File: config.mk
export PLATFORM = sky130hd
export DESIGN_NAME = multi_slot_heartbeat_watchdog
export DESIGN_NICKNAME = d
export VERILOG_FILES = /design/src/design/msw_pkg.sv /design/src/design/msw_table.sv /design/src/design/msw_ctrl.sv /design/src/design/multi_slot_heartbeat_watchdog.sv
export SDC_FILE = /design/constraint.sdc
export NUM_CORES = 1
export LEC_CHECK = 0
export BUFFER_PORTS_ARGS = -buffer_cell sky130_fd_sc_hd__buf_2
export CAP_MARGIN = 0
export CORE_MARGIN = 1.5
export CORE_UTILIZATION = 40
export CTS_CLUSTER_DIAMETER = 60
export DETAILED_ROUTE_END_ITERATION = 16
export GPL_ROUTABILITY_DRIVEN = 1
export PLACE_DENSITY = 0.63
export SLEW_MARGIN = 20
export SYNTH_ARGS = -nofsm -noshare
export SYNTH_HDL_FRONTEND = slang
export SYNTH_SLANG_ARGS = --single-unit
File: constraint.sdc
create_clock -name clock -period 6.45 [get_ports clock]
set_input_delay 0.9675 -clock clock [delete_from_list [all_inputs] [get_ports clock]]
set_output_delay 0.9675 -clock clock [all_outputs]
set_load 0.01 [all_outputs]
File: src/design/msw_pkg.sv
// Shared types and constants for the multi-slot heartbeat watchdog.
// Holds the item structs, command/status/state codes and the table write bundle.
// No dependencies.
package msw_pkg;

   localparam int MSW_SLOTS = 16;
   localparam int SLOT_W    = 4;
   localparam int TMO_W     = 31;
   localparam int TIME_W    = 32;
   // wide enough for any slot index or slot count up to 256
   localparam int WIDE_W    = 9;

   localparam logic [TMO_W-1:0] DEFAULT_TMO_RESET = 31'd5000;

   typedef enum logic [1:0] {
      CMD_REGISTER   = 2'd0,
      CMD_UNREGISTER = 2'd1,
      CMD_PET        = 2'd2,
      CMD_CHECK      = 2'd3
   } cmd_type;

   typedef enum logic [1:0] {
      STAT_DONE     = 2'd0,
      STAT_DISABLED = 2'd1,
      STAT_IGNORED  = 2'd2
   } status_type;

   typedef enum logic [0:0] {
      CSR_ENABLE          = 1'b0,
      CSR_DEFAULT_TIMEOUT = 1'b1
   } csr_index_type;

   typedef enum logic [1:0] {
      S_IDLE = 2'd0,
      S_SCAN = 2'd1,
      S_RESP = 2'd2
   } state_type;

   typedef struct packed {
      cmd_type            cmd;
      logic [SLOT_W-1:0]  slot;
      logic [TMO_W-1:0]   timeout;
      logic [TIME_W-1:0]  now_ms;
   } req_item_type;

   typedef struct packed {
      status_type         status;
      logic [SLOT_W-1:0]  given_slot;
      logic               hang_found;
      logic [SLOT_W-1:0]  hang_slot;
   } rsp_item_type;

   // write side of the slot table
   typedef struct packed {
      logic               clear_all;
      logic               act_set;
      logic               act_clr;
      logic               beat_we;
      logic               tmo_we;
      logic [TIME_W-1:0]  beat_data;
      logic [TMO_W-1:0]   tmo_data;
   } tbl_wr_type;

endpackage

File: src/design/msw_table.sv
// Slot table: active flags in flip-flops, heartbeat times and timeouts in
// synchronous memories with a registered read port. Uses msw_pkg.
module msw_table import msw_pkg::*; #(
   parameter int SLOTS = MSW_SLOTS,
   parameter int IDX_W = 4
) (
   input  logic               clock,
   input  logic               reset,
   input  tbl_wr_type         wr,
   input  logic [IDX_W-1:0]   wr_idx,
   input  logic [IDX_W-1:0]   rd_idx,
   input  logic [IDX_W-1:0]   act_idx,
   output logic               act_bit,
   output logic [TIME_W-1:0]  beat_q,
   output logic [TMO_W-1:0]   tmo_q
);

   logic [SLOTS-1:0]  active_ff;
   logic [SLOTS-1:0]  active_in;
   logic [TIME_W-1:0] beat_mem_ff [SLOTS];
   logic [TMO_W-1:0]  tmo_mem_ff  [SLOTS];
   logic [TIME_W-1:0] beat_q_ff;
   logic [TMO_W-1:0]  tmo_q_ff;

   // update active flags: clear all on enable, else set or drop one
   always_comb begin
      active_in = active_ff;
      if (wr.clear_all) begin
         active_in = '0;
      end else begin
         if (wr.act_set) begin
            active_in[wr_idx] = 1'b1;
         end
         if (wr.act_clr) begin
            active_in[wr_idx] = 1'b0;
         end
      end
   end

   always_ff @(posedge clock) begin
      if (reset) begin
         active_ff <= '0;
      end else begin
         active_ff <= active_in;
      end
   end

   assign act_bit = active_ff[act_idx];

   // heartbeat memory
   always_ff @(posedge clock) begin
      if (wr.beat_we) begin
         beat_mem_ff[wr_idx] <= wr.beat_data;
      end
      beat_q_ff <= beat_mem_ff[rd_idx];
   end

   // timeout memory
   always_ff @(posedge clock) begin
      if (wr.tmo_we) begin
         tmo_mem_ff[wr_idx] <= wr.tmo_data;
      end
      tmo_q_ff <= tmo_mem_ff[rd_idx];
   end

   assign beat_q = beat_q_ff;
   assign tmo_q  = tmo_q_ff;

endmodule

File: src/design/msw_ctrl.sv
// Command sequencer: config registers, slot scan, hang compare and the
// result register. Uses msw_pkg; drives the msw_table ports.
module msw_ctrl import msw_pkg::*; #(
   parameter int SLOTS = MSW_SLOTS,
   parameter int IDX_W = 4
) (
   input  logic               clock,
   input  logic               reset,
   input  logic               req_valid,
   output logic               req_stall,
   input  req_item_type       req_data,
   output logic               rsp_valid,
   input  logic               rsp_stall,
   output rsp_item_type       rsp_data,
   input  logic               csr_we,
   input  csr_index_type      csr_index,
   input  logic [TMO_W-1:0]   csr_wdata,
   output tbl_wr_type         tbl_wr,
   output logic [IDX_W-1:0]   tbl_wr_idx,
   output logic [IDX_W-1:0]   tbl_rd_idx,
   output logic [IDX_W-1:0]   tbl_act_idx,
   input  logic               tbl_act_bit,
   input  logic [TIME_W-1:0]  tbl_beat_q,
   input  logic [TMO_W-1:0]   tbl_tmo_q
);

   localparam int CNT_W = $clog2(SLOTS + 1);

   state_type          state_ff, state_in;
   logic               enable_ff, enable_in;
   logic [TMO_W-1:0]   dflt_tmo_ff, dflt_tmo_in;
   cmd_type            cmd_ff, cmd_in;
   logic [TIME_W-1:0]  now_ff, now_in;
   logic [TMO_W-1:0]   tmo_ff, tmo_in;
   logic [CNT_W-1:0]   cnt_ff, cnt_in;
   logic               cmp_vld_ff, cmp_vld_in;
   logic [IDX_W-1:0]   cmp_idx_ff, cmp_idx_in;
   rsp_item_type       res_ff, res_in;
   logic               rsp_valid_ff, rsp_valid_in;
   rsp_item_type       rsp_data_ff, rsp_data_in;

   logic               accept;
   logic               out_free;
   logic               scan_done;
   logic [WIDE_W-1:0]  slot_wide;
   logic               slot_in_range;
   logic [IDX_W-1:0]   slot_idx;
   logic [IDX_W-1:0]   cnt_idx;
   logic [WIDE_W-1:0]  cnt_wide;
   logic [WIDE_W-1:0]  cmp_wide;
   logic [TIME_W-1:0]  elapsed;
   logic               issue;

   assign req_stall = (state_ff != S_IDLE);
   assign accept    = req_valid & ~req_stall;
   assign out_free  = ~rsp_valid_ff | ~rsp_stall;

   assign slot_wide     = WIDE_W'(req_data.slot);
   assign slot_in_range = (slot_wide < WIDE_W'(SLOTS));
   assign slot_idx      = slot_wide[IDX_W-1:0];
   assign cnt_idx       = cnt_ff[IDX_W-1:0];
   assign cnt_wide      = WIDE_W'(cnt_idx);
   assign cmp_wide      = WIDE_W'(cmp_idx_ff);
   assign elapsed       = now_ff - tbl_beat_q;
   assign issue         = (cnt_ff < CNT_W'(SLOTS));

   // config registers; enabling also wipes the active flags
   always_comb begin
      enable_in   = enable_ff;
      dflt_tmo_in = dflt_tmo_ff;
      if (csr_we) begin
         unique case (csr_index)
            CSR_ENABLE:          enable_in   = csr_wdata[0];
            CSR_DEFAULT_TIMEOUT: dflt_tmo_in = csr_wdata;
         endcase
      end
   end

   // next state
   always_comb begin
      state_in = state_ff;
      unique case (state_ff)
         S_IDLE: begin
            if (accept) begin
               if (!enable_ff) begin
                  state_in = S_RESP;
               end else if (req_data.cmd == CMD_REGISTER ||
                            req_data.cmd == CMD_CHECK) begin
                  state_in = S_SCAN;
               end else begin
                  state_in = S_RESP;
               end
            end
         end
         S_SCAN: begin
            if (scan_done) begin
               state_in = S_RESP;
            end
         end
         S_RESP: begin
            if (out_free) begin
               state_in = S_IDLE;
            end
         end
         default: state_in = S_IDLE;
      endcase
   end

   // datapath and table access per state
   always_comb begin
      cmd_in      = cmd_ff;
      now_in      = now_ff;
      tmo_in      = tmo_ff;
      cnt_in      = cnt_ff;
      cmp_vld_in  = 1'b0;
      cmp_idx_in  = cmp_idx_ff;
      res_in      = res_ff;
      scan_done   = 1'b0;
      tbl_wr      = '0;
      tbl_wr.clear_all = csr_we & (csr_index == CSR_ENABLE) & csr_wdata[0];
      tbl_wr.beat_data = now_ff;
      tbl_wr.tmo_data  = tmo_ff;
      tbl_wr_idx  = cnt_idx;
      tbl_rd_idx  = cnt_idx;
      tbl_act_idx = cnt_idx;
      unique case (state_ff)
         S_IDLE: begin
            tbl_act_idx = slot_idx;
            tbl_wr_idx  = slot_idx;
            if (accept) begin
               // capture the item and act on unregister and pet at once
               cmd_in = req_data.cmd;
               now_in = req_data.now_ms;
               tmo_in = (req_data.timeout != '0) ? req_data.timeout : dflt_tmo_ff;
               cnt_in = '0;
               res_in = '{status: STAT_DONE, given_slot: '0, hang_found: 1'b0,
                          hang_slot: '0};
               if (!enable_ff) begin
                  res_in.status = STAT_DISABLED;
               end else begin
                  unique case (req_data.cmd)
                     CMD_UNREGISTER: begin
                        if (slot_in_range && tbl_act_bit) begin
                           tbl_wr.act_clr = 1'b1;
                        end else begin
                           res_in.status = STAT_IGNORED;
                        end
                     end
                     CMD_PET: begin
                        tbl_wr.beat_data = req_data.now_ms;
                        if (slot_in_range && tbl_act_bit) begin
                           tbl_wr.beat_we = 1'b1;
                        end else begin
                           res_in.status = STAT_IGNORED;
                        end
                     end
                     CMD_REGISTER, CMD_CHECK: begin
                     end
                  endcase
               end
            end
         end
         S_SCAN: begin
            if (cmd_ff == CMD_REGISTER) begin
               // walk the active flags for the lowest free slot
               if (!tbl_act_bit) begin
                  tbl_wr.act_set     = 1'b1;
                  tbl_wr.beat_we     = 1'b1;
                  tbl_wr.tmo_we      = 1'b1;
                  res_in.given_slot  = cnt_wide[SLOT_W-1:0];
                  scan_done          = 1'b1;
               end else if (cnt_ff == CNT_W'(SLOTS - 1)) begin
                  res_in.status = STAT_IGNORED;
                  scan_done     = 1'b1;
               end else begin
                  cnt_in = cnt_ff + CNT_W'(1);
               end
            end else begin
               // issue one read per cycle, compare the slot read last cycle
               tbl_act_idx = cmp_idx_ff;
               cmp_vld_in  = issue;
               cmp_idx_in  = cnt_idx;
               if (issue) begin
                  cnt_in = cnt_ff + CNT_W'(1);
               end
               if (cmp_vld_ff && tbl_act_bit && (elapsed > TIME_W'(tbl_tmo_q))) begin
                  res_in.hang_found = 1'b1;
                  res_in.hang_slot  = cmp_wide[SLOT_W-1:0];
                  scan_done         = 1'b1;
               end else if (cmp_vld_ff && cmp_idx_ff == IDX_W'(SLOTS - 1)) begin
                  scan_done = 1'b1;
               end
            end
         end
         S_RESP: begin
         end
         default: begin
         end
      endcase
   end

   // result register toward the output side
   always_comb begin
      rsp_valid_in = rsp_valid_ff & rsp_stall;
      rsp_data_in  = rsp_data_ff;
      if (state_ff == S_RESP && out_free) begin
         rsp_valid_in = 1'b1;
         rsp_data_in  = res_ff;
      end
   end

   always_ff @(posedge clock) begin
      if (reset) begin
         state_ff     <= S_IDLE;
         enable_ff    <= 1'b0;
         dflt_tmo_ff  <= DEFAULT_TMO_RESET;
         cmp_vld_ff   <= 1'b0;
         rsp_valid_ff <= 1'b0;
      end else begin
         state_ff     <= state_in;
         enable_ff    <= enable_in;
         dflt_tmo_ff  <= dflt_tmo_in;
         cmp_vld_ff   <= cmp_vld_in;
         rsp_valid_ff <= rsp_valid_in;
      end
   end

   always_ff @(posedge clock) begin
      cmd_ff      <= cmd_in;
      now_ff      <= now_in;
      tmo_ff      <= tmo_in;
      cnt_ff      <= cnt_in;
      cmp_idx_ff  <= cmp_idx_in;
      res_ff      <= res_in;
      rsp_data_ff <= rsp_data_in;
   end

   assign rsp_valid = rsp_valid_ff;
   assign rsp_data  = rsp_data_ff;

endmodule

File: src/design/multi_slot_heartbeat_watchdog.sv
// Top level of the multi-slot heartbeat watchdog.
// Joins the command sequencer (msw_ctrl) and the slot table (msw_table); uses msw_pkg.
//
// One item is handled at a time. Unregister and pet act in the cycle they are
// accepted, and the result goes through the result register to the output
// register. Register walks the active flags one slot per cycle up to the
// lowest free slot. Check reads one slot per cycle from the table memory port
// and compares it in the next cycle, stopping at the first hung slot. A new
// item is taken once the previous result has moved to the output register,
// even while that result still waits on rsp_stall.
module multi_slot_heartbeat_watchdog import msw_pkg::*; #(
   parameter int SLOTS = MSW_SLOTS
) (
   input  logic               clock,
   input  logic               reset,
   input  logic               req_valid,
   output logic               req_stall,
   input  req_item_type       req_data,
   output logic               rsp_valid,
   input  logic               rsp_stall,
   output rsp_item_type       rsp_data,
   input  logic               csr_we,
   input  csr_index_type      csr_index,
   input  logic [TMO_W-1:0]   csr_wdata
);

   localparam int IDX_W = (SLOTS > 1) ? $clog2(SLOTS) : 1;

   tbl_wr_type         tbl_wr;
   logic [IDX_W-1:0]   tbl_wr_idx;
   logic [IDX_W-1:0]   tbl_rd_idx;
   logic [IDX_W-1:0]   tbl_act_idx;
   logic               tbl_act_bit;
   logic [TIME_W-1:0]  tbl_beat_q;
   logic [TMO_W-1:0]   tbl_tmo_q;

   // sequence commands and hold the result
   msw_ctrl #(
      .SLOTS (SLOTS),
      .IDX_W (IDX_W)
   ) u_ctrl (
      .clock       (clock),
      .reset       (reset),
      .req_valid   (req_valid),
      .req_stall   (req_stall),
      .req_data    (req_data),
      .rsp_valid   (rsp_valid),
      .rsp_stall   (rsp_stall),
      .rsp_data    (rsp_data),
      .csr_we      (csr_we),
      .csr_index   (csr_index),
      .csr_wdata   (csr_wdata),
      .tbl_wr      (tbl_wr),
      .tbl_wr_idx  (tbl_wr_idx),
      .tbl_rd_idx  (tbl_rd_idx),
      .tbl_act_idx (tbl_act_idx),
      .tbl_act_bit (tbl_act_bit),
      .tbl_beat_q  (tbl_beat_q),
      .tbl_tmo_q   (tbl_tmo_q)
   );

   // hold per-slot state
   msw_table #(
      .SLOTS (SLOTS),
      .IDX_W (IDX_W)
   ) u_table (
      .clock   (clock),
      .reset   (reset),
      .wr      (tbl_wr),
      .wr_idx  (tbl_wr_idx),
      .rd_idx  (tbl_rd_idx),
      .act_idx (tbl_act_idx),
      .act_bit (tbl_act_bit),
      .beat_q  (tbl_beat_q),
      .tmo_q   (tbl_tmo_q)
   );

endmodule

* Word-level counts from Yosys, hierarchy flattened
Memories as Yosys holds them, arrays and structs flattened. A register that Yosys moved wholly into a read port is not among the register bits. Index checks and enable logic that the tools add are counted. Widths: inputs -> output; s select.
Word-level totals: register bits 148, RAM bits 1008, memories 2, bits of input ports 106
Memory list:
- u_table.beat_mem_ff | depth 16, width 32, read ports 1, clocked after memory_dff 1, wr ports 1, line msw_table.sv:20 | logic [TIME_W-1:0] beat_mem_ff [SLOTS];
- u_table.tmo_mem_ff | depth 16, width 31, read ports 1, clocked after memory_dff 1, wr ports 1, line msw_table.sv:21 | logic [TMO_W-1:0] tmo_mem_ff [SLOTS];
Operators by class: add/subtract/negate cells 2, magnitude comparators 6, muxes and demuxes 62, bitwise gates (word level) 14, reductions and logical operators 25, equality and inequality tests 19
Operators with widths (number):
- $mux 32 | 4
- $mux 16 | 3
- $mux 5 | 7
- $gt 32x31->1 | 1
- $sub 32x32->32 | 1
- $mux 31 | 1
- $reduce_bool 31->1 | 1
- $mux 2 | 14
- $pmux 11 s2 | 1
- $mux 1 | 21
- $and 16x16->16 | 1
- $not 16->16 | 1
- $or 16x16->16 | 1
- $lt 4x5->1 const B | 3
- $ne 2x1->1 const B | 7
- $mux 4 | 3
- $mux 11 | 1
- $pmux 5 s2 | 1
- $reduce_and 5->1 | 2
- $pmux 4 s2 | 1
- $reduce_and 2->1 | 4
- $reduce_and 4->1 | 2
- $eq 2x2->1 const B | 3
- $logic_and 1x1->1 | 6
- other kinds (24) | 38

* Longest topological paths before layout
Gate-level depths: netlist (run 1).
depth after elaboration 13, depth in mapped cells 23

* Hierarchy
Synthesis (run 1) repeated with hierarchy kept, for this count alone.
Second synthesis, totals: cell total of the unflattened synthesis 2498, area total of the unflattened synthesis 47780.8 sq um
By module, submodules not included:
- msw_table | sequential area each 31850.5 sq um, area an instance 39948.3 sq um, times used 1, cells each 1715
- msw_ctrl | sequential area each 3603.5 sq um, area an instance 7832.5 sq um, times used 1, cells each 783

* Worst setup path before layout (run 1)
Ideal clock, no wire load.
path type input port to flip-flop, start point in req_valid, end point mem u_table.beat_mem_ff[12][0] (enable), slack 1.269 ns, cell stages on the path 6, data arrival time 4.760 ns, data required time 6.029 ns, cell sequence nand2_1 > inv_1 > nand3_1 > mux2_4 > buf_2 > nor2_1
Between the ends: longest elaborated chain between the ends 5
Ends and longest elaborated chain:
- from (decl) | line multi_slot_heartbeat_watchdog.sv:16 | input logic req_valid,
- $and 1x1->1 | line msw_ctrl.sv:55 | assign accept = req_valid & ~req_stall;
- $mux 2 | line msw_ctrl.sv:130 | if (accept) begin
- $pmux 1 s2 | line msw_ctrl.sv:126 | unique case (state_ff)
- $mux 1 | line msw_table.sv:52 | if (wr.beat_we) begin
- $mux 1 (not written as such) | line msw_table.sv:53 | beat_mem_ff[wr_idx] <= wr.beat_data;
- to (decl) | line msw_table.sv:20
Every way passes these cells.

* Final worst setup path (run 1)
start point reg u_ctrl.now_ff[0], end point reg u_ctrl.res_ff[4] (netlist name) (enable)
Between the ends: longest elaborated chain between the ends 5
Ends and longest elaborated chain:
- from (decl) | line msw_ctrl.sv:33 | logic [TIME_W-1:0] now_ff, now_in;
- from (signal assigned) | line msw_ctrl.sv:230 | now_ff <= now_in;
- $sub 32x32->32 | line msw_ctrl.sv:64 | assign elapsed = now_ff - tbl_beat_q;
- $gt 32x31->1 | line msw_ctrl.sv:186 | if (cmp_vld_ff && tbl_act_bit && (elapsed > TIME_W'(tbl_tmo_q))) begin
- $logic_and 1x1->1 | line msw_ctrl.sv:186
- $ne 2x1->1 (no line)
- $reduce_and 4->1 (no line)
- to (signal assigned) | line msw_ctrl.sv:234 | res_ff <= res_in;
- to (decl) | line msw_ctrl.sv:38 | rsp_item_type res_ff, res_in;
Every way passes these cells. A chain may end at the register's enable or synchronous reset.

==> results.ini, run 1 <==
[placement]
post_dp_cell_area_sq_mm = 0.0513
dp_hpwl_microns = 65700
routability_cong = 0.836
port-buffer-count = 118

[sta]
timing.final.max_slew_violations = 0
fin_worst_skew_ns = 0.0187
setup_violations = 0
finalSetupTns_ns = 0
max_transition_margin_pct = 25.9
final_min_period_over_clock_period_pct = 82.3
timing.final.hold_violations = 0
period_needed_ns = 5.31
tightest_slew_ns = 1.11
timing.fmax_mhz = 188
rsz0062_at_grt = false

[floorplanning]
placement_row_count = 127
chipWidth_microns = 351
die-area_sq_mm = 0.123
initial_utilization_pct = 40.3
placeableCoreArea_sq_mm = 0.120
ios = 119
die_y_microns = 351

[power]
p_per_area_mw_per_mm2 = 317
cellLeakagePower_nw = 18.7
power.ir.vdd_worst_mv = 0.236

[logic_synthesis]
syn_nets = 3020
seq_area_frac_synth_pct = 73.3
synthesis.area_sq_mm = 0.0484
post-synth-top-count-cell = sky130_fd_sc_hd__edfxtp_1
synth_top_cells_by_count = 1104 x sky130_fd_sc_hd__edfxtp_1, 196 x sky130_fd_sc_hd__mux2i_1, 176 x sky130_fd_sc_hd__nand2_1, 156 x sky130_fd_sc_hd__o21ai_0, 133 x sky130_fd_sc_hd__a21oi_1
synth.distinct_cells = 61
synthDominantCellAreaShare_pct = 68.5
synth_top_area_cell = sky130_fd_sc_hd__edfxtp_1
ys_flop_type = sky130_fd_sc_hd__edfxtp_1
ys_async_sr_fraction_pct = 0
synth.top_cells.by_area = sky130_fd_sc_hd__edfxtp_1 68%, sky130_fd_sc_hd__mux4_2 5.9%, sky130_fd_sc_hd__dfxtp_1 4.8%
syn_area_per_cell_sq_um = 17.0
netlist_instances = 2847
synth-edff-count = 1104
ys.warnings.count = 0
ys_seq_elements = 1219

[grt]
number_of_global_route_vias_before_repair = 25500
grt_start_max_net_pins = 135
grt_overflow = 0
gr-usage-all-layers_pct = 19.1
grt_antenna_before_repair = 5
grt_first_pass_wirelength_microns = 172000

[clocking]
worst_skew_pair_latency_ns = 0.69
tritoncts = done
root_buffer = sky130_fd_sc_hd__clkbuf_16
cts_max_path_buffers = 3
cts_made_buffers = 116
cts_max_level = 3
cts.sink_count = 1219
cts_hold_buf = 0
number_of_gates_given_a_new_drive_strength_after_cts = 0
worst_setup_hold_path_clk_slew_ns = 0.06
post-cts-setup-buffer-count = 0

[setup_path]
crit_path_start_kind = register
crit_required_ns = 6.78
worst-endpoint-arrival_ns = 5.64
worst-path-max-fanout = 5
path_class = register to register
setup.worst_path.end_class = register

[final_layout]
final_net_count = 3179
post_route_cells_drive_above_1_share_pct = 20.3
area_delta_synth_final_pct = 14.4
fillerInstances = 10100
postLayoutCoreUtil_pct = 46.1
postLayoutCellArea_sq_mm = 0.0553

[detailed_routing]
ant_nets = 0
wl_per_cell_microns = 25.0
route.vias.total = 26100
remaining_drc_errors = 0
dr.pass1.iters = 7
via_density = 5.52
drt_first_iter_violations = 2507
routed_wl_microns = 118000

[run]
drv_cap = 0

[status]
outcome = complete, no violations

[hold_path]
min_delay_worst_type = register to register

logic make-up after synthesis:
group	synth area share, %
flip-flops	73.3
AO/OA/AOI/OAI	7.18
multiplexers	12.3
AND/OR/NAND/NOR	3.33
buffers and inverters	1.77
adder cells (fa/ha/maj)	1.75
XOR/XNOR	0.470
registers in the layout (all words and copies together) (netlist names):
name,flops
u_ctrl.cmp_idx_ff,4
u_table.active_ff,16
u_ctrl.cmd_ff,2
u_table.beat_mem_ff,512
u_ctrl.enable_ff,1
u_table.beat_q,32
u_ctrl.res_ff,11
u_ctrl.state_ff,2
u_ctrl.rsp_data,11
u_ctrl.dflt_tmo_ff,31
u_ctrl.now_ff,32
u_ctrl.rsp_valid,1
u_ctrl.tmo_ff,31
u_ctrl.cmp_vld_ff,1
u_ctrl.cnt_ff,5
u_table.tmo_q,31
u_table.tmo_mem_ff,496
metrics by stage:
stage	total power, mW	setup WS (ns)	instances	hold WS, ns
2_1_floorplan	10.0	1.27	2847	0.400
3_3_place_gp	10.5	1.23	4500	0.402
3_5_place_dp	10.5	1.16	4500	0.405
4_1_cts	17.6	1.12	4720	0.420
5_1_grt	18.1	0.700	4721	0.428
6_report	17.5	1.14	4721	0.418
final timing paths:
check,start,end,slack [ns],cells after the start
setup reg to reg,u_ctrl.now_ff[0]$_DFFE_PP_,u_ctrl.res_ff[4]$_DFFE_PP_,1.14,22
hold / removal,u_ctrl.res_ff[0]$_SDFFCE_PN0P_,u_ctrl.rsp_data[0]$_DFFE_PP_,0.42,0
hold reg to reg,u_ctrl.res_ff[0]$_SDFFCE_PN0P_,u_ctrl.rsp_data[0]$_DFFE_PP_,0.42,0
setup / recovery,u_ctrl.now_ff[0]$_DFFE_PP_,u_ctrl.res_ff[4]$_DFFE_PP_,1.14,22
power by group:
group | internal [mW] | switching, mW | leakage [nW]
clock network | 4.27 | 2.92 | 1.97
registers | 8.77 | 0.117 | 10.9
logic | 0.554 | 0.896 | 5.83
total | 13.6 | 3.93 | 18.7
metal layers:
| metal | routed length, microns | vias to the layer above | GRT usage (%) |
|---|---|---|---|
| met4 | 2350 | 2 | 5.13 |
| met1 | 51900 | 13500 | 27.1 |
| met3 | 6770 | 141 | 2.28 |
| li1 | - | 11600 | - |
| met5 | 12 | - | 0 |
| met2 | 56800 | 835 | 31.1 |
layout by cell type, fill, tap and decap left out, types with 16 or more instances in the layout:
cell type and count:
sky130_fd_sc_hd__xnor2_1 22, sky130_fd_sc_hd__nand2b_1 17, sky130_fd_sc_hd__buf_4 53, sky130_fd_sc_hd__bufinv_16 20
sky130_fd_sc_hd__o221a_1 16, sky130_fd_sc_hd__ha_1 66, sky130_fd_sc_hd__a22oi_1 64, sky130_fd_sc_hd__clkbuf_16 119
sky130_fd_sc_hd__a21o_1 50, sky130_fd_sc_hd__clkinv_2 17, sky130_fd_sc_hd__buf_2 118, sky130_fd_sc_hd__mux2_2 97
sky130_fd_sc_hd__a21oi_1 133, sky130_fd_sc_hd__mux2i_1 196, sky130_fd_sc_hd__edfxtp_1 1104, sky130_fd_sc_hd__nand2_1 175
sky130_fd_sc_hd__a221oi_1 66, sky130_fd_sc_hd__inv_1 82, sky130_fd_sc_hd__dfxtp_1 115, sky130_fd_sc_hd__clkinv_1 20
sky130_fd_sc_hd__mux4_2 127, sky130_fd_sc_hd__clkbuf_1 21, sky130_fd_sc_hd__o21ai_0 156, sky130_fd_sc_hd__nor2_1 37
sky130_fd_sc_hd__nor2_4 32
layout make-up:
type / instances / area [sq um] / share of cell area (%)
Clock buffer: 148 / 3170 / 5.72
Clock inverter: 72 / 908 / 1.64
Sequential cell: 1219 / 35500 / 64.1
Inverter: 84 / 317 / 0.572
Tap cell: 1612 / 2020 / 3.64
Multi-Input combinational cell: 1407 / 12400 / 22.3
Antenna cell: 1 / 2.50 / 0.00452
Timing Repair Buffer: 178 / 1130 / 2.04
critical path, cell delays in order, from the launching register on:
cell and delay (ns):
sky130_fd_sc_hd__edfxtp_1 0.38, sky130_fd_sc_hd__inv_1 0.08, sky130_fd_sc_hd__ha_1 0.17, sky130_fd_sc_hd__inv_1 0.06
sky130_fd_sc_hd__fa_1 0.42, sky130_fd_sc_hd__a211oi_1 0.23, sky130_fd_sc_hd__nor2_1 0.13, sky130_fd_sc_hd__o221ai_1 0.23
sky130_fd_sc_hd__nand2_1 0.13, sky130_fd_sc_hd__a21o_1 0.19, sky130_fd_sc_hd__o41ai_1 0.60, sky130_fd_sc_hd__o21bai_1 0.12
sky130_fd_sc_hd__a21oi_1 0.21, sky130_fd_sc_hd__xnor2_1 0.09, sky130_fd_sc_hd__ha_1 0.29, sky130_fd_sc_hd__nand3_1 0.13
sky130_fd_sc_hd__or2_2 0.31, sky130_fd_sc_hd__o22ai_1 0.13, sky130_fd_sc_hd__a2111oi_0 0.09, sky130_fd_sc_hd__o21ai_0 0.17
sky130_fd_sc_hd__a211o_1 0.30, sky130_fd_sc_hd__nand3_1 0.12, sky130_fd_sc_hd__a22oi_1 0.40
No activity file was read; power rests on OpenSTA's default activity.
==> run 2: changes to the inputs <==
--- a/config.mk
+++ b/config.mk
@@ -12,7 +12,7 @@
 export CTS_CLUSTER_DIAMETER = 60
 export DETAILED_ROUTE_END_ITERATION = 16
 export GPL_ROUTABILITY_DRIVEN = 1
-export PLACE_DENSITY = 0.63
+export PLACE_DENSITY = 0.65
 export SLEW_MARGIN = 20
 export SYNTH_ARGS = -nofsm -noshare
 export SYNTH_HDL_FRONTEND = slang
==> constraint.sdc (replaced) <==
create_clock -name clock -period 4.6 [get_ports clock]
set_input_delay 0.69 -clock clock [delete_from_list [all_inputs] [get_ports clock]]
set_output_delay 0.69 -clock clock [all_outputs]
set_load 0.01 [all_outputs]
==> run 2 against run 1 <==
Clock power increased by 37%; cell area increased by 1.7%; combinational power increased by 57%; routed wire length decreased by 0.55%; global-route usage decreased by 0.14 points; sequential cell count unchanged; non-clock buffer count increased by 57; first-iteration DRC count increased by 9.5%; critical path depth decreased by 3; clock skew increased by 0.017 ns; critical path type unchanged; largest power group unchanged.
==> results.ini, run 2 (synthesis gave the netlist of run 1 again) <==
[final_layout]
fillerInstances = 10000  ; was 10100
final_net_count = 3239  ; was 3179
area_delta_synth_final_pct = 16.3  ; was 14.4%
largest_register_ff_count = 512  ; unchanged
most_common_cell_after_layout_fill_and_taps_aside = sky130_fd_sc_hd__edfxtp_1  ; unchanged
mostFrequentLayoutCells = 1104 x sky130_fd_sc_hd__edfxtp_1, 196 x sky130_fd_sc_hd__mux2i_1, 175 x sky130_fd_sc_hd__nand2_1  ; unchanged
registers.top_by_ff_count = u_table.beat_mem_ff  ; unchanged
post_route_cells_drive_above_1_share_pct = 22.8  ; was 20.3%
largestRegisters = u_table.beat_mem_ff (512), u_table.tmo_mem_ff (496)  ; unchanged

[clocking]
tritoncts = done  ; unchanged
cts_made_buffers = 119  ; was 116
worst_skew_pair_latency_ns = 0.71  ; was 0.69 ns
root_buffer = sky130_fd_sc_hd__clkbuf_16  ; unchanged
cts_max_path_buffers = 3  ; unchanged
cts.sink_count = 1219  ; unchanged
cts_max_level = 3  ; unchanged
worst_setup_hold_path_clk_slew_ns = 0.07  ; was 0.06 ns

[setup_path]
path_class = register to register  ; unchanged
crit_required_ns = 5.18  ; was 6.78 ns
worst-r2r-setup-slack_ns = 0.10  ; was 1.14 ns
crit_path_cell_trace = ha_4 > o211ai_1 > a21oi_2 > o311a_1 > o211ai_1 > a21oi_2 > o221ai_2 > a21oi_1 > or4b_1 > nand4_1 > ha_1 > nand3_2 > nor3_2 > and2_1 > a2111oi_2 > o21ai_1 > a211o_2 > a31o_4 > a21o_1  ; was inv_1 > ha_1 > inv_1 > fa_1 > a211oi_1 > nor2_1 > o221ai_1 > nand2_1 > a21o_1 > o41ai_1 > o21bai_1 > a21oi_1 > xnor2_1 > ha_1 > nand3_1 > or2_2 > o22ai_1 > a2111oi_0 > o21ai_0 > a211o_1 > nand3_1 > a22oi_1
setup.worst_path.end_class = register  ; unchanged
setup.worst_path.end = u_ctrl.state_ff[1]$_SDFFE_PP0P_  ; was u_ctrl.res_ff[4]$_DFFE_PP_
worst_r2r_startpoint = u_ctrl.now_ff[2]$_DFFE_PP_  ; was u_ctrl.now_ff[0]$_DFFE_PP_
worstRegToRegCells = 19  ; was 22
r2r_end = u_ctrl.state_ff[1]$_SDFFE_PP0P_  ; was u_ctrl.res_ff[4]$_DFFE_PP_
worst_setup_path_startpoint = u_ctrl.now_ff[2]$_DFFE_PP_  ; was u_ctrl.now_ff[0]$_DFFE_PP_
worst-endpoint-arrival_ns = 5.08  ; was 5.64 ns
worst-path-max-fanout = 3  ; was 5
crit_path_start_kind = register  ; unchanged
slowest_cp_cell = sky130_fd_sc_hd__or4b_1  ; was sky130_fd_sc_hd__o41ai_1
slowest_delay_ns = 0.47  ; was 0.60 ns

[placement]
detailedPlace.worstSlack_ns = -0.326  ; was 1.16 ns
routability_cong = 0.855  ; was 0.836
port-buffer-count = 118  ; unchanged
dp_hpwl_microns = 64100  ; was 65700 microns

[detailed_routing]
wl_per_cell_microns = 24.5  ; was 25.0 microns
routed_wl_microns = 117000  ; was 118000 microns
route.vias.total = 26200  ; was 26100
drt_first_iter_violations = 2746  ; was 2507
dr.pass1.iters = 5  ; was 7
via_density = 5.48  ; was 5.52
ant_nets = 0  ; unchanged
remaining_drc_errors = 0  ; unchanged

[sta]
period_needed_ns = 4.50  ; was 5.31 ns
final_critical_path_setup_slack_ns = 0.105  ; was 1.14 ns
fin_worst_skew_ns = 0.0357  ; was 0.0187 ns
final_min_period_over_clock_period_pct = 97.7  ; was 82.3%
timing.final.max_slew_violations = 0  ; unchanged
finalSetupTns_ns = 0  ; unchanged
tightest_slew_ns = 1.08  ; was 1.11 ns
rsz0062_at_grt = true  ; was false
setup_violations = 0  ; unchanged
max_transition_margin_pct = 27.9  ; was 25.9%
timing.final.hold_violations = 0  ; unchanged
timing.fmax_mhz = 222  ; was 188 MHz

[run]
drv_cap = 0  ; unchanged

[floorplanning]
initial_utilization_pct = 40.3  ; unchanged
ios = 119  ; unchanged
die-area_sq_mm = 0.123  ; unchanged
chipWidth_microns = 351  ; unchanged
placeableCoreArea_sq_mm = 0.120  ; unchanged
die_y_microns = 351  ; unchanged
placement_row_count = 127  ; unchanged

[status]
outcome = complete, no violations  ; unchanged

[grt]
gr-usage-all-layers_pct = 18.9  ; was 19.1%
grt_start_max_net_pins = 132  ; was 135
number_of_global_route_vias_before_repair = 26000  ; was 25500
grt_first_pass_wirelength_microns = 171000  ; was 172000 microns
grt_overflow = 0  ; unchanged
grt_antenna_before_repair = 3  ; was 5

[power]
power.ir.vdd_worst_mv = 0.329  ; was 0.236 mV
cellLeakagePower_nw = 19.1  ; was 18.7 nW
p_per_area_mw_per_mm2 = 436  ; was 317 mW/mm^2

[hold_path]
min_delay_worst_type = primary input to register  ; was register to register

[run 2: changes by cell type in the layout (fill, tap and decap cells not counted), moves of 4 or more]
cell,change
sky130_fd_sc_hd__clkbuf_8,+8
sky130_fd_sc_hd__clkinv_1,-10
sky130_fd_sc_hd__buf_4,+24
sky130_fd_sc_hd__buf_12,+31
sky130_fd_sc_hd__clkbuf_16,+5
sky130_fd_sc_hd__a21oi_2,+6
sky130_fd_sc_hd__clkinv_2,+4
sky130_fd_sc_hd__clkbuf_1,+10
sky130_fd_sc_hd__bufinv_16,-9
sky130_fd_sc_hd__a21oi_1,-6
[run 2: report_power, final]
group          switching, mW  total, mW  internal [mW]  leakage [nW]
logic                   1.35       2.27          0.924          6.23
clock network           4.03       9.84           5.80          1.97
registers              0.151       12.5           12.3          10.9
total                   5.53       24.6           19.0          19.1
[run 2: final cells by class]
class | instances | area [sq um] | share of cell area, %
Clock inverter | 52 | 578 | 1.03
Sequential cell | 1219 | 35500 | 63.0
Multi-Input combinational cell | 1407 | 12500 | 22.3
Timing Repair Buffer | 235 | 1950 | 3.47
Inverter | 84 | 319 | 0.567
Tap cell | 1612 | 2020 | 3.58
Antenna cell | 2 | 5.00 | 0.00889
Clock buffer | 171 | 3440 | 6.11
[run 2: per-layer routing]
layer / GRT usage, % / wire length, microns / up-vias
li1: - / - / 11700
met4: 4.78 / 1980 / 2
met2: 31.3 / 57300 / 881
met1: 26.6 / 50300 / 13500
met3: 2.40 / 7590 / 143
met5: 0 / 10 / -
[run 2: worst min-delay path by stage]
stage	from	to	slack (ns)	depth (start not counted)
finish	req_data[30]	u_ctrl.now_ff[30]$_DFFE_PP_	0.18	1
global route	req_data[30]	u_ctrl.now_ff[30]$_DFFE_PP_	0.16	1
CTS	req_data[30]	u_ctrl.now_ff[30]$_DFFE_PP_	0.13	1
detailed placement	u_ctrl.res_ff[10]$_SDFFCE_PP1P_	u_ctrl.rsp_data[10]$_DFFE_PP_	0.40	0
global placement	u_ctrl.res_ff[8]$_SDFFCE_PN0P_	u_ctrl.rsp_data[8]$_DFFE_PP_	0.41	0
floorplan	u_ctrl.res_ff[0]$_SDFFCE_PN0P_	u_ctrl.rsp_data[0]$_DFFE_PP_	0.40	0
[run 2: stage by stage]
stage / cells / hold slack (ns) / total power, mW / util [%] / area, sq um
global placement: 4551 / 0.406 / 14.8 / 43.4 / 52000
detailed placement: 4551 / 0.405 / 14.8 / 43.4 / 52000
CTS: 4775 / 0.135 / 24.7 / 46.8 / 56200
floorplan: 2847 / 0.400 / 14.0 / - / 48400
finish: 4782 / 0.181 / 24.6 / 46.9 / 56300
global route: 4780 / 0.158 / 25.4 / 46.9 / 56300
[run 2: critical path: cells and delay by family (launching register included)]
family | cells | cell delay (ns)
DFF | 1 | 0.43
adders and majority gates | 2 | 0.50
AOI/OAI and AO/OA | 12 | 2.52
and+or+nand+nor | 5 | 0.91
[run 2: what timing repair did]
action,CTS,global route
hold buffers,0,0
setup endpoints to repair,7,7
pin swaps,21,22
setup buffers,2,5
resized for setup,24,15
